File: config.mk
export PLATFORM = sky130hd
export DESIGN_NAME = xpbd_ctrl
export DESIGN_NICKNAME = d
export VERILOG_FILES = /design/src/rtl/core/xpbd_pkg.sv /design/src/rtl/core/xpbd_ctrl.sv
export SDC_FILE = /design/constraint.sdc
export NUM_CORES = 1
export LEC_CHECK = 0
export BUFFER_PORTS_ARGS = -buffer_cell sky130_fd_sc_hd__buf_2
export CAP_MARGIN = 10
export CORE_MARGIN = 2
export CORE_UTILIZATION = 56
export DETAILED_ROUTE_END_ITERATION = 8
export PLACE_DENSITY = 0.86
export REMOVE_ABC_BUFFERS = 1
export SLEW_MARGIN = 10
export SYNTH_ARGS = -nofsm -noshare
export SYNTH_HDL_FRONTEND = slang
export SYNTH_SLANG_ARGS = --single-unit
export TNS_END_PERCENT = 10
File: constraint.sdc
create_clock -name clk -period 2.25 [get_ports clk]
set_clock_uncertainty 0.15 [all_clocks]
set_input_delay 0.3375 -clock clk [delete_from_list [all_inputs] [get_ports clk]]
set_output_delay 0.3375 -clock clk [all_outputs]
set_load 0.02 [all_outputs]
File: src/rtl/core/xpbd_pkg.sv
// Shared types, constants and helper functions for the XPBD distance solver.
// Used by the controller, the datapath and the top level; no dependencies.
package xpbd_pkg;

	localparam int VTX_AW = 10;
	localparam int EDGE_AW = 12;
	localparam int N_VTX = 1 << VTX_AW;
	localparam int N_EDGE = 1 << EDGE_AW;

	localparam int CFG_IW = 3;
	localparam int CFG_DW = 32;

	localparam logic [CFG_IW-1:0] REG_DT    = 3'd0;
	localparam logic [CFG_IW-1:0] REG_INVDT = 3'd1;
	localparam logic [CFG_IW-1:0] REG_ALPHA = 3'd2;
	localparam logic [CFG_IW-1:0] REG_GX    = 3'd3;
	localparam logic [CFG_IW-1:0] REG_GY    = 3'd4;
	localparam logic [CFG_IW-1:0] REG_GZ    = 3'd5;
	localparam logic [CFG_IW-1:0] REG_KEEP  = 3'd6;

	localparam logic [2:0] ACT_LOAD    = 3'd0;
	localparam logic [2:0] ACT_PREDICT = 3'd1;
	localparam logic [2:0] ACT_SOLVE   = 3'd2;
	localparam logic [2:0] ACT_INTEG   = 3'd3;
	localparam logic [2:0] ACT_READ    = 3'd4;

	localparam logic [16:0] RST_DT = 17'd1092;
	localparam logic [30:0] RST_INVDT = 31'd3932160;
	localparam logic signed [31:0] RST_GY = -32'sd642908;
	localparam logic [16:0] KEEP_ONE = 17'd65536;
	localparam logic [65:0] EPS_LEN2 = 66'd43;

	localparam logic [5:0] SQRT_STEPS = 6'd34;
	localparam logic [6:0] DIV_STEPS = 7'd64;
	localparam logic [1:0] LAST_AXIS = 2'd2;

	localparam logic signed [63:0] S32_MAX = 64'sh0000_0000_7fff_ffff;
	localparam logic signed [63:0] S32_MIN = 64'shffff_ffff_8000_0000;

	typedef enum logic [5:0] {
		ST_IDLE, ST_RDA, ST_CAPA, ST_CAPB, ST_LOAD, ST_PR_PREV, ST_PR_MG, ST_PR_AV,
		ST_PR_MV, ST_PR_AP, ST_WR_ALL, ST_IN_D, ST_IN_M1, ST_IN_A1, ST_IN_M2, ST_IN_A2,
		ST_SV_D, ST_SV_SQM, ST_SV_SQA, ST_SV_CHK, ST_SV_SQRT, ST_SV_AM, ST_SV_NUM,
		ST_SV_DINIT, ST_SV_DIV, ST_SV_DL, ST_SV_LW, ST_SV_SM, ST_SV_SDINIT, ST_SV_SDIV,
		ST_SV_SAP, ST_SV_WA, ST_SV_WB, ST_SV_SKIP, ST_DONE
	} ctrl_state_t;

	typedef enum logic [5:0] {
		OP_NONE, OP_ACCEPT, OP_RDA, OP_CAPA, OP_CAPB, OP_LOAD, OP_PR_PREV, OP_MUL_G,
		OP_ADD_V, OP_MUL_V, OP_ADD_P, OP_WR_ALL, OP_IN_D, OP_MUL_I, OP_ADD_I, OP_MUL_K,
		OP_ADD_K, OP_SV_D, OP_SQ_MUL, OP_SQ_ACC, OP_SQRT_INIT, OP_SQRT_STEP,
		OP_ALPHA_MUL, OP_NUM, OP_DL_DIV_INIT, OP_DIV_STEP, OP_DL, OP_LAMW, OP_S_MUL,
		OP_S_DIV_INIT, OP_S_APPLY, OP_WR_PA, OP_WR_PB, OP_SKIP, OP_OUT
	} dp_op_t;

	typedef struct packed {
		dp_op_t op;
		logic [1:0] axis;
	} dp_cmd_t;

	typedef struct packed {
		logic [2:0] act;
		logic pin_a;
		logic both_pinned;
		logic tiny;
		logic sq_last;
		logic div_last;
		logic out_block;
	} dp_stat_t;

	function automatic logic signed [31:0] sat32(input logic signed [63:0] x);
		if (x > S32_MAX) return S32_MAX[31:0];
		else if (x < S32_MIN) return S32_MIN[31:0];
		else return x[31:0];
	endfunction

	function automatic logic [31:0] abs32(input logic signed [31:0] x);
		logic signed [31:0] n;
		n = -x;
		return x[31] ? n : x;
	endfunction

endpackage

File: src/rtl/core/xpbd_ctrl.sv
// Sequencer for the XPBD solver: walks each action through datapath commands.
// Depends on xpbd_pkg.
module xpbd_ctrl import xpbd_pkg::*; (
	input  logic     clk,
	input  logic     arst_n,
	input  logic     in_valid,
	output logic     in_stall,
	input  dp_stat_t stat,
	output dp_cmd_t  cmd
);

	ctrl_state_t state_q, state_nxt;
	logic [1:0] axis_q;
	logic axis_end;

	assign axis_end = (axis_q == LAST_AXIS);

	always_ff @(posedge clk or negedge arst_n) begin
		if (!arst_n) begin
			state_q <= ST_IDLE;
			axis_q <= 2'd0;
		end else begin
			state_q <= state_nxt;
			case (state_q)
				ST_PR_AP, ST_IN_A2, ST_SV_SQA, ST_SV_SAP: begin
					axis_q <= axis_end ? 2'd0 : axis_q + 2'd1;
				end
				ST_IDLE: begin
					axis_q <= 2'd0;
				end
				default: ;
			endcase
		end
	end

	always_comb begin
		state_nxt = state_q;
		case (state_q)
			ST_IDLE: if (in_valid) state_nxt = ST_RDA;
			ST_RDA: state_nxt = ST_CAPA;
			ST_CAPA: state_nxt = ST_CAPB;
			ST_CAPB: begin
				case (stat.act)
					ACT_LOAD: state_nxt = ST_LOAD;
					ACT_PREDICT: state_nxt = ST_PR_PREV;
					ACT_SOLVE: state_nxt = ST_SV_D;
					ACT_INTEG: state_nxt = ST_IN_D;
					ACT_READ: state_nxt = ST_DONE;
					default: state_nxt = ST_DONE;
				endcase
			end
			ST_LOAD: state_nxt = ST_DONE;
			ST_PR_PREV: state_nxt = stat.pin_a ? ST_WR_ALL : ST_PR_MG;
			ST_PR_MG: state_nxt = ST_PR_AV;
			ST_PR_AV: state_nxt = ST_PR_MV;
			ST_PR_MV: state_nxt = ST_PR_AP;
			ST_PR_AP: state_nxt = axis_end ? ST_WR_ALL : ST_PR_MG;
			ST_WR_ALL: state_nxt = ST_DONE;
			ST_IN_D: state_nxt = stat.pin_a ? ST_WR_ALL : ST_IN_M1;
			ST_IN_M1: state_nxt = ST_IN_A1;
			ST_IN_A1: state_nxt = ST_IN_M2;
			ST_IN_M2: state_nxt = ST_IN_A2;
			ST_IN_A2: state_nxt = axis_end ? ST_WR_ALL : ST_IN_M1;
			ST_SV_D: state_nxt = stat.both_pinned ? ST_SV_SKIP : ST_SV_SQM;
			ST_SV_SQM: state_nxt = ST_SV_SQA;
			ST_SV_SQA: state_nxt = axis_end ? ST_SV_CHK : ST_SV_SQM;
			ST_SV_CHK: state_nxt = stat.tiny ? ST_SV_SKIP : ST_SV_SQRT;
			ST_SV_SQRT: if (stat.sq_last) state_nxt = ST_SV_AM;
			ST_SV_AM: state_nxt = ST_SV_NUM;
			ST_SV_NUM: state_nxt = ST_SV_DINIT;
			ST_SV_DINIT: state_nxt = ST_SV_DIV;
			ST_SV_DIV: if (stat.div_last) state_nxt = ST_SV_DL;
			ST_SV_DL: state_nxt = ST_SV_LW;
			ST_SV_LW: state_nxt = ST_SV_SM;
			ST_SV_SM: state_nxt = ST_SV_SDINIT;
			ST_SV_SDINIT: state_nxt = ST_SV_SDIV;
			ST_SV_SDIV: if (stat.div_last) state_nxt = ST_SV_SAP;
			ST_SV_SAP: state_nxt = axis_end ? ST_SV_WA : ST_SV_SM;
			ST_SV_WA: state_nxt = ST_SV_WB;
			ST_SV_WB: state_nxt = ST_DONE;
			ST_SV_SKIP: state_nxt = ST_DONE;
			ST_DONE: if (!stat.out_block) state_nxt = ST_IDLE;
			default: state_nxt = ST_IDLE;
		endcase
	end

	always_comb begin
		cmd.axis = axis_q;
		cmd.op = OP_NONE;
		in_stall = (state_q != ST_IDLE);
		case (state_q)
			ST_IDLE: cmd.op = in_valid ? OP_ACCEPT : OP_NONE;
			ST_RDA: cmd.op = OP_RDA;
			ST_CAPA: cmd.op = OP_CAPA;
			ST_CAPB: cmd.op = OP_CAPB;
			ST_LOAD: cmd.op = OP_LOAD;
			ST_PR_PREV: cmd.op = OP_PR_PREV;
			ST_PR_MG: cmd.op = OP_MUL_G;
			ST_PR_AV: cmd.op = OP_ADD_V;
			ST_PR_MV: cmd.op = OP_MUL_V;
			ST_PR_AP: cmd.op = OP_ADD_P;
			ST_WR_ALL: cmd.op = OP_WR_ALL;
			ST_IN_D: cmd.op = OP_IN_D;
			ST_IN_M1: cmd.op = OP_MUL_I;
			ST_IN_A1: cmd.op = OP_ADD_I;
			ST_IN_M2: cmd.op = OP_MUL_K;
			ST_IN_A2: cmd.op = OP_ADD_K;
			ST_SV_D: cmd.op = OP_SV_D;
			ST_SV_SQM: cmd.op = OP_SQ_MUL;
			ST_SV_SQA: cmd.op = OP_SQ_ACC;
			ST_SV_CHK: cmd.op = OP_SQRT_INIT;
			ST_SV_SQRT: cmd.op = OP_SQRT_STEP;
			ST_SV_AM: cmd.op = OP_ALPHA_MUL;
			ST_SV_NUM: cmd.op = OP_NUM;
			ST_SV_DINIT: cmd.op = OP_DL_DIV_INIT;
			ST_SV_DIV: cmd.op = OP_DIV_STEP;
			ST_SV_DL: cmd.op = OP_DL;
			ST_SV_LW: cmd.op = OP_LAMW;
			ST_SV_SM: cmd.op = OP_S_MUL;
			ST_SV_SDINIT: cmd.op = OP_S_DIV_INIT;
			ST_SV_SDIV: cmd.op = OP_DIV_STEP;
			ST_SV_SAP: cmd.op = OP_S_APPLY;
			ST_SV_WA: cmd.op = OP_WR_PA;
			ST_SV_WB: cmd.op = OP_WR_PB;
			ST_SV_SKIP: cmd.op = OP_SKIP;
			ST_DONE: cmd.op = stat.out_block ? OP_NONE : OP_OUT;
			default: cmd.op = OP_NONE;
		endcase
	end

endmodule

# Yosys cells after proc, flatten, opt, wreduce, memory -nomap -nowiden
# Index checks and enable logic that the tools add are counted.
[totals] register_bits=8 input_bits=12 out_inout_bits=9
[classes] n_addsub=1 n_eq_ne=43 muxes=20 n_reduce_logical=8
[op_table] operator="$pmux W6 S34" n=1
[op_table] operator="$pmux W6 S32" n=1
[op_table] operator="$eq A6 B5 Y1 const B" n=16
[op_table] operator="$eq A6 B4 Y1 const B" n=8
[op_table] operator="$mux W6" n=8
[op_table] operator="$eq A6 B3 Y1 const B" n=4
[op_table] operator="$pmux W6 S4" n=1
[op_table] operator="$eq A6 B6 Y1 const B" n=3
[op_table] operator="$eq A6 B2 Y1 const B" n=2
[op_table] operator="$ne A2 B2 Y1 const B" n=5
[op_table] operator="$mux W3" n=3
[op_table] operator="$mux W4" n=2
[op_table] operator="$reduce_or A4 Y1" n=2
[op_table] operator="$eq A3 B2 Y1 const B" n=2
[op_table] operator="$eq A6 B1 Y1 const B" n=1
[op_table] operator="$logic_not A6 Y1" n=1
[op_table] operator="$reduce_bool A6 Y1" n=1
[op_table] operator="$reduce_and A5 Y1" n=1
[op_table] operator="$mux W2" n=2
[op_table] operator="$pmux W2 S2" n=1
[op_table] operator="$eq A3 B1 Y1 const B" n=1
[op_table] operator="$logic_not A3 Y1" n=1
[op_table] operator="$add A2 B1 Y2 const B" n=1
[op_table] operator="$eq A2 B2 Y1 const B" n=1
[op_table] operator="other kinds (3)" n=3

# Longest topological paths before layout
# Gate-level depths: netlist of run 1.
[depth] depth_word=3 mapped_depth=7 mapped_depth_nobuf=4

# Worst setup path after synthesis of run 1
# OpenSTA, ideal clock, no wires.
[synth_path] path_kind="register to output" startpoint="register state_q[0]" endpoint="output cmd[3] in the netlist's numbering" arrival_ns=1.450 required_time_ns=1.762 setup_slack_ns=0.313 stages_incl_launch_ff=7 n_path_buf=2 cell_sequence="dfrtp_1 clkbuf_4 buf_8 nand2_4 nand3_1 or4_1 o2111ai_1"
[synth_rtl] element="start: declaration" line="xpbd_ctrl.sv:12" source="ctrl_state_t state_q, state_nxt;"
[synth_rtl] element="start signal: assignment" line="xpbd_ctrl.sv:23" source="state_q <= state_nxt;"
[synth_rtl] element="end: declaration" line="xpbd_ctrl.sv:9" source="output dp_cmd_t cmd"

==> report_table.html, run 1 <==
<table>
<tr><th>Metric</th><th>Value</th></tr>
<tr><th colspan="2">Die</th></tr>
<tr><td>Floorplan row count</td><td>17</td></tr>
<tr><td>Starting Density</td><td>0.584</td></tr>
<tr><td>Core Area</td><td>2170 um^2</td></tr>
<tr><td>Die area</td><td>2660 um^2</td></tr>
<tr><td>Height of the die</td><td>51.6 um</td></tr>
<tr><td>Die W</td><td>51.6 um</td></tr>
<tr><td>IO Count</td><td>21</td></tr>
<tr><th colspan="2">Detailed routing</th></tr>
<tr><td>Highest metal used</td><td>met4</td></tr>
<tr><td>Number of vias in the routed layout</td><td>1554</td></tr>
<tr><td>Post-route ant nets</td><td>0</td></tr>
<tr><td>Wire length on met2</td><td>2060 um</td></tr>
<tr><td>Detailed-route DRC error count</td><td>0</td></tr>
<tr><td>Iteration-0 DRC count of the detailed router</td><td>125</td></tr>
<tr><td>Wirelength per Cell</td><td>19.9 um</td></tr>
<tr><td>Met3 WL</td><td>427 um</td></tr>
<tr><td>WL met1</td><td>1740 um</td></tr>
<tr><td>Final wirelength</td><td>4370 um</td></tr>
<tr><td>Detailed-route vias per instance</td><td>7.06</td></tr>
<tr><td>Pre-antenna DRT Iters</td><td>5</td></tr>
<tr><th colspan="2">Timing</th></tr>
<tr><td>Setup repair after global routing missed its margin</td><td>yes</td></tr>
<tr><td>Max Freq</td><td>448 MHz</td></tr>
<tr><td>Hold violation count in the final report</td><td>0</td></tr>
<tr><td>Total Negative Setup Slacks</td><td>0 ns</td></tr>
<tr><td>Transition time of the tightest slew-check pin</td><td>0.389 ns</td></tr>
<tr><td>Max-slew violation count</td><td>0</td></tr>
<tr><td>Final worst path period need</td><td>2.23 ns</td></tr>
<tr><td>Headroom to the max-slew limit</td><td>0.734</td></tr>
<tr><td>Final setup violation count</td><td>0</td></tr>
<tr><td>Portion of the clock cycle consumed by the worst path in the final layout</td><td>0.993</td></tr>
<tr><th colspan="2">Worst setup path</th></tr>
<tr><td>Worst setup SP type</td><td>register</td></tr>
<tr><td>Biggest fanout along the worst timing path</td><td>6</td></tr>
<tr><td>Critical Path RT</td><td>1.76 ns</td></tr>
<tr><td>Crit path arrival time</td><td>1.75 ns</td></tr>
<tr><td>Worst Path Class, Setup</td><td>register to primary output</td></tr>
<tr><td>CP endpoint kind</td><td>primary output</td></tr>
<tr><td>Worst R2R Path Depth</td><td>6</td></tr>
<tr><th colspan="2">Clock tree</th></tr>
<tr><td>Worst-skew pair later-pin latency</td><td>0.27 ns</td></tr>
<tr><td>Clock Tree Root</td><td>sky130_fd_sc_hd__clkbuf_4</td></tr>
<tr><td>Clock tree from TritonCTS</td><td>done</td></tr>
<tr><td>Clock slew seen by the registers of the worst setup and hold paths</td><td>0.06 ns</td></tr>
<tr><td>Longest Clk Path Bufs</td><td>2</td></tr>
<tr><td>TritonCTS Buffers</td><td>3</td></tr>
<tr><td>Sink Count</td><td>8</td></tr>
<tr><td>Level count of the clock H-tree</td><td>1</td></tr>
<tr><th colspan="2">GRT</th></tr>
<tr><td>Via count of the first global-routing pass</td><td>1401</td></tr>
<tr><td>Pin count of the biggest net entering global routing</td><td>26</td></tr>
<tr><td>Total routing resource utilization after global routing</td><td>0.328</td></tr>
<tr><td>Wire length of the first global-routing pass</td><td>6520 um</td></tr>
<tr><td>Total grt overflow</td><td>0</td></tr>
<tr><td>Initial antenna violation count</td><td>0</td></tr>
<tr><th colspan="2">Power</th></tr>
<tr><td>Part of the total power dissipated in sequential elements</td><td>0.137</td></tr>
<tr><td>Internal power</td><td>1180 uW</td></tr>
<tr><td>Part of the total power dissipated in the clock network</td><td>0.051</td></tr>
<tr><td>Fraction of power consumed by combinational cells</td><td>0.812</td></tr>
<tr><td>Leakage power</td><td>0.000652 uW</td></tr>
<tr><td>Worst IR drop on VDD</td><td>0.00110 V</td></tr>
<tr><td>Switching part of the total power</td><td>0.518</td></tr>
<tr><td>Power per Cell Area</td><td>1530 nW/um^2</td></tr>
<tr><td>Switching power of the nets</td><td>1270 uW</td></tr>
<tr><th colspan="2">Synth</th></tr>
<tr><td>Main synth FF type</td><td>sky130_fd_sc_hd__dfrtp_1</td></tr>
<tr><td>Cell count after synthesis</td><td>159</td></tr>
<tr><td>Share of synthesized area occupied by flip-flops and latches</td><td>0.158</td></tr>
<tr><td>Yosys warnings</td><td>0</td></tr>
<tr><td>Synthesized area per cell</td><td>7.96 um^2</td></tr>
<tr><td>Number of distinct library cells after synthesis</td><td>62</td></tr>
<tr><td>Proportion of register bits with asynchronous set or reset after synthesis</td><td>1.00</td></tr>
<tr><td>Post-synth design cell area</td><td>1270 um^2</td></tr>
<tr><td>Synth Register Bits</td><td>8</td></tr>
<tr><td>Number of flops mapped to enable cells by yosys</td><td>0</td></tr>
<tr><th colspan="2">Hold path</th></tr>
<tr><td>Worst hold path stage count</td><td>2</td></tr>
<tr><td>Tightest Hold Check Type</td><td>input port to register</td></tr>
<tr><th colspan="2">Final layout</th></tr>
<tr><td>Number of nets at the end of the flow</td><td>206</td></tr>
<tr><td>Final std cells w/o fill</td><td>220</td></tr>
<tr><td>Fraction of final layout cells sized beyond drive strength 1</td><td>0.396</td></tr>
<tr><td>Number of filler cells placed in the layout</td><td>164</td></tr>
<tr><td>Diode insertion count for antenna repair</td><td>0</td></tr>
<tr><td>Area of the multi-input gates</td><td>986 um^2</td></tr>
<tr><td>Area overhead of the layout relative to synthesis</td><td>26.4%</td></tr>
<tr><td>Most common cell after layout, fill and taps aside</td><td>sky130_fd_sc_hd__buf_4</td></tr>
<tr><td>Commonest non-fill, non-tap cells in the layout</td><td>sky130_fd_sc_hd__buf_4 (23), sky130_fd_sc_hd__buf_2 (18), sky130_fd_sc_hd__nand2_1 (11), sky130_fd_sc_hd__nor2_1 (8), sky130_fd_sc_hd__nand3_1 (8)</td></tr>
<tr><td>Sequential standard cell area</td><td>208 um^2</td></tr>
<tr><th colspan="2">Status</th></tr>
<tr><td>Outcome</td><td>complete, no violations</td></tr>
<tr><th colspan="2">Placement</th></tr>
<tr><td>Post-Place Cells</td><td>205</td></tr>
<tr><td>Port-buffer cells</td><td>20</td></tr>
<tr><td>Routability congestion estimate from global placement</td><td>1.02</td></tr>
<tr><td>Dpl hpwl</td><td>2910 um</td></tr>
<tr><th colspan="2">Job</th></tr>
<tr><td>Number of max-cap violations</td><td>0</td></tr>
</table>
==> cell families after synthesis <==
| kind of cell | count (synthesis) | share of synthesized area |
|---|---|---|
| XOR/XNOR | 4 | 0.0277 |
| AO/OA/AOI/OAI | 47 | 0.273 |
| multiplexers | 1 | 0.0119 |
| buffers and inverters | 20 | 0.116 |
| flip-flops | 8 | 0.158 |
| AND/OR/NAND/NOR | 79 | 0.414 |
==> state kept, by name, summed over array words and instances, names as in the netlist <==
| name | flops |
|---|---|
| state_q | 6 |
| axis_q | 2 |
==> power by group through the flow <==
stage | clock network [uW] | registers [uW] | logic [uW]
5_1_grt | 134 | 345 | 2120
3_3_place_gp | 0 | 340 | 1540
6_report | 125 | 337 | 1990
4_1_cts | 125 | 342 | 1690
2_1_floorplan | 0 | 468 | 904
3_5_place_dp | 0 | 350 | 1570
==> synthesized netlist by cell type (4+ instances only) <==
library cell / instances / area share
sky130_fd_sc_hd__nand2_1: 11 / 0.033
sky130_fd_sc_hd__dfrtp_1: 8 / 0.16
sky130_fd_sc_hd__nand3_1: 8 / 0.032
sky130_fd_sc_hd__nor2_1: 8 / 0.024
sky130_fd_sc_hd__a21oi_1: 7 / 0.028
sky130_fd_sc_hd__nand2b_1: 7 / 0.035
sky130_fd_sc_hd__o21ai_0: 7 / 0.028
sky130_fd_sc_hd__buf_6: 5 / 0.044
sky130_fd_sc_hd__nor2b_1: 5 / 0.025
sky130_fd_sc_hd__a31oi_1: 4 / 0.020
sky130_fd_sc_hd__buf_4: 4 / 0.024
sky130_fd_sc_hd__o211ai_1: 4 / 0.024
==> metal layers <==
metal / track usage / vias to the layer above
li1: - / 683
met1: 0.417 / 737
met2: 0.530 / 116
met3: 0.0805 / 18
met4: 0.136 / 0
met5: 0 / -
==> timing repair <==
item                                    4_1_cts  5_1_grt
hold endpoints to repair                      8        0
pin swaps                                     0        4
gates resized for setup                       8       19
setup buffers                                 3        8
endpoints found under the setup margin        4        3
hold buffers                                  1        0
==> worst max-delay path, stage by stage (launching register included) <==
cell	delay (ns)
sky130_fd_sc_hd__dfrtp_2	0.45
sky130_fd_sc_hd__or3_4	0.39
sky130_fd_sc_hd__a211o_1	0.32
sky130_fd_sc_hd__nand2_1	0.09
sky130_fd_sc_hd__a211o_1	0.11
sky130_fd_sc_hd__buf_6	0.11
==> area by class of cell <==
class                      instances  area share
sequential                         8       0.130
tap                               28      0.0219
multi-input combinational        131       0.616
inverter                           3     0.00704
clock buffer                       3      0.0141
timing repair buffer              47       0.211
==> metrics by stage <==
| step | instance area (um^2) | setup slack, ns | utilization | total power, uW | hold slack, ns |
|---|---|---|---|---|---|
| 6_report | 1600 | 0.0162 | 0.738 | 2450 | 0.151 |
| 5_1_grt | 1600 | -0.00922 | 0.738 | 2600 | 0.167 |
| 4_1_cts | 1470 | 0.00360 | 0.678 | 2160 | 0.162 |
| 3_5_place_dp | 1390 | 0.194 | 0.641 | 1920 | 0.0498 |
| 3_3_place_gp | 1390 | 0.222 | 0.641 | 1880 | 0.0460 |
| 2_1_floorplan | 1130 | 0.00136 | - | 1370 | -0.108 |
==> path summary, 6_finish.rpt <==
kind                         endpoint  startpoint  slack [ns]
min in group asynchronous   axis_q[1]      arst_n        0.29
max                            cmd[2]  state_q[4]        0.02
min reg2reg                 axis_q[1]   axis_q[1]        0.53
max reg2reg                state_q[1]  state_q[2]        0.22
max in group asynchronous  state_q[1]      arst_n        1.46
min                        state_q[4]     stat[6]        0.15
(Power assumes the default switching activity.)
==> run 2, diff against run 1 <==
Settings changed: RECOVER_POWER set to 100.
==> run 2 against run 1 <==
Effect of this change: first-iteration DRC count is 4.8% lower; largest power group unchanged; sequential power about the same; global-route usage is the same; routed wire length is 0.30% lower; critical endpoint unchanged; power down 0.28%; critical path type unchanged; largest cell class unchanged; combinational power is essentially flat; maximum frequency is essentially flat; worst setup slack barely moved.
==> report_table.html, run 2 (synthesized netlist as in run 1, its figures left out) <==
<table>
<tr><th>Metric</th><th>Value</th></tr>
<tr><th colspan="2">Status</th></tr>
<tr><td>Outcome</td><td>complete, no violations</td></tr>
<tr><th colspan="2">GRT</th></tr>
<tr><td>Initial antenna violation count</td><td>0 (unchanged)</td></tr>
<tr><td>Via count of the first global-routing pass</td><td>1401 (unchanged)</td></tr>
<tr><td>Total grt overflow</td><td>0 (unchanged)</td></tr>
<tr><td>Pin count of the biggest net entering global routing</td><td>26 (unchanged)</td></tr>
<tr><td>Total routing resource utilization after global routing</td><td>0.328 (unchanged)</td></tr>
<tr><td>Wire length of the first global-routing pass</td><td>6520 um (unchanged)</td></tr>
<tr><th colspan="2">Power</th></tr>
<tr><td>Final total power</td><td>2450 uW (-0.28%)</td></tr>
<tr><td>Fraction of power consumed by combinational cells</td><td>0.811 (about the same)</td></tr>
<tr><td>Worst IR drop on VDD</td><td>0.00109 V (-0.33%)</td></tr>
<tr><td>Part of the total power dissipated in the clock network</td><td>0.051 (about the same)</td></tr>
<tr><td>Leakage power</td><td>0.000642 uW (-1.4%)</td></tr>
<tr><td>Switching part of the total power</td><td>0.519 (+0.000596)</td></tr>
<tr><td>Internal power</td><td>1180 uW (-0.40%)</td></tr>
<tr><td>Part of the total power dissipated in sequential elements</td><td>0.138 (about the same)</td></tr>
<tr><td>Power per Cell Area</td><td>1530 nW/um^2 (about the same)</td></tr>
<tr><td>Switching power of the nets</td><td>1270 uW (-0.17%)</td></tr>
<tr><th colspan="2">Timing</th></tr>
<tr><td>Portion of the clock cycle consumed by the worst path in the final layout</td><td>0.993 (about the same)</td></tr>
<tr><td>Final setup violation count</td><td>0 (unchanged)</td></tr>
<tr><td>Transition time of the tightest slew-check pin</td><td>0.485 ns (+0.0965 ns)</td></tr>
<tr><td>Max Freq</td><td>448 MHz (about the same)</td></tr>
<tr><td>Hold violation count in the final report</td><td>0 (unchanged)</td></tr>
<tr><td>Headroom to the max-slew limit</td><td>0.676 (-0.0576)</td></tr>
<tr><td>Final critical-path setup slack</td><td>0.0157 ns (-0.000453 ns)</td></tr>
<tr><td>Setup repair after global routing missed its margin</td><td>yes</td></tr>
<tr><td>Hold WS</td><td>0.149 ns (-0.00154 ns)</td></tr>
<tr><td>Final worst path period need</td><td>2.23 ns (+0.000453 ns)</td></tr>
<tr><td>Max-slew violation count</td><td>0 (unchanged)</td></tr>
<tr><th colspan="2">Clock tree</th></tr>
<tr><td>Clock slew seen by the registers of the worst setup and hold paths</td><td>0.06 ns (about the same)</td></tr>
<tr><td>Sink Count</td><td>8 (unchanged)</td></tr>
<tr><td>Worst-skew pair later-pin latency</td><td>0.27 ns (about the same)</td></tr>
<tr><td>Longest Clk Path Bufs</td><td>2 (unchanged)</td></tr>
<tr><td>Clock tree from TritonCTS</td><td>done</td></tr>
<tr><td>TritonCTS Buffers</td><td>3 (unchanged)</td></tr>
<tr><td>Clock Tree Root</td><td>sky130_fd_sc_hd__clkbuf_4</td></tr>
<tr><td>Level count of the clock H-tree</td><td>1 (unchanged)</td></tr>
<tr><th colspan="2">Placement</th></tr>
<tr><td>Worst setup slack before clock tree synthesis</td><td>0.194 ns (unchanged)</td></tr>
<tr><td>Routability congestion estimate from global placement</td><td>1.02 (unchanged)</td></tr>
<tr><td>Placed Instance Area</td><td>1390 um^2 (unchanged)</td></tr>
<tr><td>Post-Place Cells</td><td>205 (unchanged)</td></tr>
<tr><td>Port-buffer cells</td><td>20 (unchanged)</td></tr>
<tr><td>Dpl hpwl</td><td>2910 um (unchanged)</td></tr>
<tr><th colspan="2">Die</th></tr>
<tr><td>Floorplan row count</td><td>17 (unchanged)</td></tr>
<tr><td>IO Count</td><td>21 (unchanged)</td></tr>
<tr><td>Height of the die</td><td>51.6 um (unchanged)</td></tr>
<tr><td>Starting Density</td><td>0.584 (unchanged)</td></tr>
<tr><td>Die area</td><td>2660 um^2 (unchanged)</td></tr>
<tr><td>Core Area</td><td>2170 um^2 (unchanged)</td></tr>
<tr><td>Die W</td><td>51.6 um (unchanged)</td></tr>
<tr><th colspan="2">Final layout</th></tr>
<tr><td>Final standard cell area without fillers</td><td>1600 um^2 (-0.23%)</td></tr>
<tr><td>Area overhead of the layout relative to synthesis</td><td>26.1%</td></tr>
<tr><td>Top Registers</td><td>state_q: 6 flops, axis_q: 2 flops</td></tr>
<tr><td>Number of flip-flops in the largest register</td><td>6 (unchanged)</td></tr>
<tr><td>Commonest non-fill, non-tap cells in the layout</td><td>sky130_fd_sc_hd__buf_4 (23), sky130_fd_sc_hd__buf_2 (15), sky130_fd_sc_hd__nand2_1 (11), sky130_fd_sc_hd__nor2_1 (8), sky130_fd_sc_hd__nand3_1 (8)</td></tr>
<tr><td>Number of nets at the end of the flow</td><td>206 (unchanged)</td></tr>
<tr><td>Diode insertion count for antenna repair</td><td>0 (unchanged)</td></tr>
<tr><td>Largest register by flop count</td><td>state_q</td></tr>
<tr><td>Area of the multi-input gates</td><td>986 um^2 (unchanged)</td></tr>
<tr><td>Sequential standard cell area</td><td>208 um^2 (unchanged)</td></tr>
<tr><td>Final std cells w/o fill</td><td>220 (unchanged)</td></tr>
<tr><td>Number of filler cells placed in the layout</td><td>165 (+0.61%)</td></tr>
<tr><td>Most common cell after layout, fill and taps aside</td><td>sky130_fd_sc_hd__buf_4</td></tr>
<tr><td>Fraction of final layout cells sized beyond drive strength 1</td><td>0.380 (-0.0156)</td></tr>
<tr><th colspan="2">Worst setup path</th></tr>
<tr><td>Biggest fanout along the worst timing path</td><td>6 (unchanged)</td></tr>
<tr><td>Critical Path RT</td><td>1.76 ns (about the same)</td></tr>
<tr><td>Worst R2R Start</td><td>state_q[2]</td></tr>
<tr><td>Startpoint of the most critical setup path</td><td>state_q[4]</td></tr>
<tr><td>Worst Path Class, Setup</td><td>register to primary output</td></tr>
<tr><td>CP endpoint kind</td><td>primary output</td></tr>
<tr><td>Crit path arrival time</td><td>1.75 ns (about the same)</td></tr>
<tr><td>Worst setup SP type</td><td>register</td></tr>
<tr><th colspan="2">Detailed routing</th></tr>
<tr><td>Pre-antenna DRT Iters</td><td>5 (unchanged)</td></tr>
<tr><td>Post-route ant nets</td><td>0 (unchanged)</td></tr>
<tr><td>Wirelength per Cell</td><td>19.8 um (-0.30%)</td></tr>
<tr><td>Detailed-route vias per instance</td><td>7.00 (-0.97%)</td></tr>
<tr><td>Iteration-0 DRC count of the detailed router</td><td>119 (-4.8%)</td></tr>
<tr><td>Detailed-route DRC error count</td><td>0 (unchanged)</td></tr>
<tr><td>Number of vias in the routed layout</td><td>1539 (-0.97%)</td></tr>
<tr><td>Final wirelength</td><td>4360 um (-0.30%)</td></tr>
<tr><th colspan="2">Hold path</th></tr>
<tr><td>Startpoint of the worst hold path</td><td>stat[6]</td></tr>
<tr><td>Tightest Hold Check Type</td><td>input port to register</td></tr>
<tr><th colspan="2">Job</th></tr>
<tr><td>Number of max-cap violations</td><td>0 (unchanged)</td></tr>
</table>
[run 2: changes by cell type in the layout (fill, tap and decap cells not counted), sizes merged]
cell / change
buf: -3
clkbuf: +3
[run 2: power by group through the flow]
stage	registers (uW)	logic (uW)	clock network, uW
5_1_grt	345	2110	134
2_1_floorplan	468	904	0
3_3_place_gp	340	1540	0
4_1_cts	342	1690	125
3_5_place_dp	350	1570	0
6_report	338	1980	125
[run 2: worst max-delay path, cell delays in order, from the launching register on]
cell and delay [ns]:
sky130_fd_sc_hd__dfrtp_2 0.45, sky130_fd_sc_hd__or3_4 0.39, sky130_fd_sc_hd__a211o_1 0.32, sky130_fd_sc_hd__nand2_1 0.09, sky130_fd_sc_hd__a211o_1 0.11, sky130_fd_sc_hd__buf_6 0.11
[run 2: timing repair]
action                     CTS  global route
buffers inserted             3             8
hold buffers                 1             0
hold endpoints to repair     8             0
gates resized for setup      8            19
pin swaps                    0             4
setup endpoints to repair    4             3
[run 2: final timing paths]
path	endpoint	slack, ns	depth (start not counted)
max	cmd[2]	0.02	5
min	state_q[4]	0.15	2
max reg2reg	state_q[1]	0.21	6
min reg2reg	axis_q[1]	0.53	2
max in group asynchronous	state_q[2]	1.21	2
min in group asynchronous	axis_q[1]	0.39	2
[run 2: area by class of cell]
class	count	share of cell area
Timing Repair Buffer	47	0.209
Tap cell	28	0.0219
Inverter	3	0.00705
Clock buffer	3	0.0141
Sequential cell	8	0.130
Multi-Input combinational cell	131	0.618
[run 2: stage by stage]
| step | utilization | TNS [ns] |
|---|---|---|
| floorplan | - | 0 |
| global placement | 0.641 | 0 |
| detailed placement | 0.641 | 0 |
| CTS | 0.678 | 0 |
| global route | 0.736 | -0.0191 |
| finish | 0.736 | 0 |
[run 2: routing by layer]
layer | track usage | wire [um] | up-vias
met5 | 0 | 0 | -
met2 | 0.530 | 2050 | 115
li1 | - | - | 679
met4 | 0.136 | 142 | 0
met3 | 0.0805 | 464 | 19
met1 | 0.417 | 1710 | 726
==> run 3, diff against run 2 <==
Settings changed: PLACE_DENSITY 0.86 to not set, PLACE_DENSITY_LB_ADDON set to 0.3.
==> run 3 against run 2 <==
Effect of this change: combinational power decreased by 11%; power decreased by 7.8%; critical path depth decreased by 1; first-iteration DRC count decreased by 36%; worst setup slack got worse by 0.0035 ns; sequential cell count unchanged; register-to-register slack got worse by 0.05 ns; design area decreased by 5.8%; largest cell class unchanged; sequential share of layout area increased by 0.80 points; clock power decreased by 4%.
==> report_table.html, run 3 (synthesized netlist as in run 1, its figures left out) <==
<table>
<tr><th>Metric</th><th>Value</th></tr>
<tr><th colspan="2">Detailed routing</th></tr>
<tr><td>Iteration-0 DRC count of the detailed router</td><td>76 (-36%)</td></tr>
<tr><td>Wire length on met2</td><td>2000 um (-2.4%)</td></tr>
<tr><td>Number of vias in the routed layout</td><td>1480 (-3.8%)</td></tr>
<tr><td>Met3 WL</td><td>321 um (-31%)</td></tr>
<tr><td>Detailed-route vias per instance</td><td>6.85 (-2.1%)</td></tr>
<tr><td>Pre-antenna DRT Iters</td><td>4 (-1)</td></tr>
<tr><td>Highest metal used</td><td>met4</td></tr>
<tr><td>Final wirelength</td><td>4110 um (-5.6%)</td></tr>
<tr><td>Wirelength per Cell</td><td>19.0 um (-3.9%)</td></tr>
<tr><td>Post-route ant nets</td><td>0 (unchanged)</td></tr>
<tr><td>Detailed-route DRC error count</td><td>0 (unchanged)</td></tr>
<tr><td>WL met1</td><td>1620 um (-5.0%)</td></tr>
<tr><th colspan="2">Final layout</th></tr>
<tr><td>Area overhead of the layout relative to synthesis</td><td>18.8%</td></tr>
<tr><td>Most common cell after layout, fill and taps aside</td><td>sky130_fd_sc_hd__buf_4</td></tr>
<tr><td>Top Registers</td><td>state_q: 6 flops, axis_q: 2 flops</td></tr>
<tr><td>Fraction of final layout cells sized beyond drive strength 1</td><td>0.335 (-0.0451)</td></tr>
<tr><td>Largest register by flop count</td><td>state_q</td></tr>
<tr><td>Final std cells w/o fill</td><td>216 (-1.8%)</td></tr>
<tr><td>Commonest non-fill, non-tap cells in the layout</td><td>sky130_fd_sc_hd__buf_4 (21), sky130_fd_sc_hd__buf_2 (16), sky130_fd_sc_hd__nand2_1 (11), sky130_fd_sc_hd__nor2_1 (8), sky130_fd_sc_hd__nand3_1 (8)</td></tr>
<tr><td>Diode insertion count for antenna repair</td><td>0 (unchanged)</td></tr>
<tr><td>Number of nets at the end of the flow</td><td>202 (-1.9%)</td></tr>
<tr><td>Number of flip-flops in the largest register</td><td>6 (unchanged)</td></tr>
<tr><th colspan="2">Timing</th></tr>
<tr><td>Final setup violation count</td><td>0 (unchanged)</td></tr>
<tr><td>Headroom to the max-slew limit</td><td>0.672 (-0.00443)</td></tr>
<tr><td>Hold violation count in the final report</td><td>0 (unchanged)</td></tr>
<tr><td>Total Negative Setup Slacks</td><td>0 ns (unchanged)</td></tr>
<tr><td>Final critical-path setup slack</td><td>0.0122 ns (-0.00348 ns)</td></tr>
<tr><td>Setup repair after global routing missed its margin</td><td>yes</td></tr>
<tr><td>Max-slew violation count</td><td>0 (unchanged)</td></tr>
<tr><td>Transition time of the tightest slew-check pin</td><td>0.492 ns (+0.00665 ns)</td></tr>
<tr><td>Max Freq</td><td>447 MHz (-0.16%)</td></tr>
<tr><td>Portion of the clock cycle consumed by the worst path in the final layout</td><td>0.995 (+0.00155)</td></tr>
<tr><td>Final worst path period need</td><td>2.24 ns (+0.00348 ns)</td></tr>
<tr><th colspan="2">Clock tree</th></tr>
<tr><td>Longest Clk Path Bufs</td><td>2 (unchanged)</td></tr>
<tr><td>Level count of the clock H-tree</td><td>1 (unchanged)</td></tr>
<tr><td>Worst-skew pair later-pin latency</td><td>0.27 ns (about the same)</td></tr>
<tr><td>Clock slew seen by the registers of the worst setup and hold paths</td><td>0.06 ns (about the same)</td></tr>
<tr><td>TritonCTS Buffers</td><td>3 (unchanged)</td></tr>
<tr><td>Clock Tree Root</td><td>sky130_fd_sc_hd__clkbuf_4</td></tr>
<tr><td>Clock tree from TritonCTS</td><td>done</td></tr>
<tr><td>Sink Count</td><td>8 (unchanged)</td></tr>
<tr><th colspan="2">GRT</th></tr>
<tr><td>Wire length of the first global-routing pass</td><td>6390 um (-2.0%)</td></tr>
<tr><td>Total grt overflow</td><td>0 (unchanged)</td></tr>
<tr><td>Initial antenna violation count</td><td>0 (unchanged)</td></tr>
<tr><td>Total routing resource utilization after global routing</td><td>0.325 (-0.00324)</td></tr>
<tr><td>Via count of the first global-routing pass</td><td>1300 (-7.2%)</td></tr>
<tr><td>Pin count of the biggest net entering global routing</td><td>18 (-31%)</td></tr>
<tr><th colspan="2">Placement</th></tr>
<tr><td>Dpl hpwl</td><td>3000 um (+3.1%)</td></tr>
<tr><td>Worst setup slack before clock tree synthesis</td><td>0.128 ns (-0.0654 ns)</td></tr>
<tr><td>Post-Place Cells</td><td>207 (+0.98%)</td></tr>
<tr><td>Routability congestion estimate from global placement</td><td>0.901 (-11%)</td></tr>
<tr><td>Port-buffer cells</td><td>20 (unchanged)</td></tr>
<tr><th colspan="2">Status</th></tr>
<tr><td>Outcome</td><td>complete, no violations</td></tr>
<tr><th colspan="2">Worst setup path</th></tr>
<tr><td>Worst setup SP type</td><td>register</td></tr>
<tr><td>Critical Path RT</td><td>1.76 ns (about the same)</td></tr>
<tr><td>Worst Path Class, Setup</td><td>register to primary output</td></tr>
<tr><td>Crit path arrival time</td><td>1.75 ns (about the same)</td></tr>
<tr><td>Biggest fanout along the worst timing path</td><td>8 (+2)</td></tr>
<tr><td>CP endpoint kind</td><td>primary output</td></tr>
<tr><th colspan="2">Job</th></tr>
<tr><td>Number of max-cap violations</td><td>0 (unchanged)</td></tr>
<tr><th colspan="2">Power</th></tr>
<tr><td>Worst IR drop on VDD</td><td>0.000917 V (-16%)</td></tr>
<tr><td>Leakage power</td><td>0.000603 uW (-6.2%)</td></tr>
<tr><td>Power per Cell Area</td><td>1500 nW/um^2 (-2.1%)</td></tr>
<tr><th colspan="2">Die</th></tr>
<tr><td>Starting Density</td><td>0.584 (unchanged)</td></tr>
<tr><td>Height of the die</td><td>51.6 um (unchanged)</td></tr>
<tr><td>Die W</td><td>51.6 um (unchanged)</td></tr>
<tr><td>Die area</td><td>2660 um^2 (unchanged)</td></tr>
<tr><td>Core Area</td><td>2170 um^2 (unchanged)</td></tr>
<tr><td>Floorplan row count</td><td>17 (unchanged)</td></tr>
<tr><td>IO Count</td><td>21 (unchanged)</td></tr>
<tr><th colspan="2">Hold path</th></tr>
<tr><td>Tightest Hold Check Type</td><td>input port to register</td></tr>
</table>
==> run 3: power by group <==
group          switching (uW)  leakage [uW]  internal, uW
combinational             985      0.000494           782
clock                    57.9     0.0000138          61.7
sequential                156     0.0000950           214
==> run 3: final cells by class <==
type	instances	area [um^2]
multi-input combinational	131	946
fill	182	666
timing repair buffer	43	282
sequential	8	208
tap	28	35.0
clock buffer	3	22.5
inverter	3	11.3
==> run 3: per-layer routing <==
metal | global-route usage | up-vias
met5 | 0 | -
met4 | 0.127 | 0
met3 | 0.0431 | 17
met2 | 0.558 | 82
met1 | 0.411 | 703
li1 | - | 678
==> run 3: timing repair <==
action                                 4_1_cts  5_1_grt
setup endpoints to repair                    3        2
pin swaps                                    3        4
hold buffers                                 1        0
endpoints found under the hold margin        8        0
buffers inserted                             5        0
gates resized for setup                      9        6
==> run 3: per-stage QoR <==
stage | hold WS (ns) | util | total power, uW | cell area, um^2
finish | 0.152 | 0.693 | 2260 | 1500
global route | 0.150 | 0.693 | 2390 | 1500
CTS | 0.144 | 0.686 | 2160 | 1490
detailed placement | 0.0458 | 0.642 | 1940 | 1390
global placement | 0.0424 | 0.642 | 1900 | 1390
floorplan | -0.108 | - | 1370 | 1130
==> run 3: critical path: stages (launching register included) <==
cell and delay (ns):
sky130_fd_sc_hd__dfrtp_2 0.48, sky130_fd_sc_hd__or3_1 0.39, sky130_fd_sc_hd__a211o_1 0.31, sky130_fd_sc_hd__o2111ai_1 0.11, sky130_fd_sc_hd__buf_2 0.19
==> run 3: path summary, 6_finish.rpt <==
path	startpoint	end	slack [ns]	depth (start not counted)
setup / recovery	state_q[0]	cmd[3]	0.01	4
hold / removal	stat[6]	state_q[4]	0.15	2
setup reg to reg	state_q[0]	state_q[1]	0.16	6
hold reg to reg	axis_q[0]	axis_q[0]	0.54	2
max in group asynchronous	arst_n	state_q[5]	1.20	2
min in group asynchronous	arst_n	state_q[3]	0.39	2
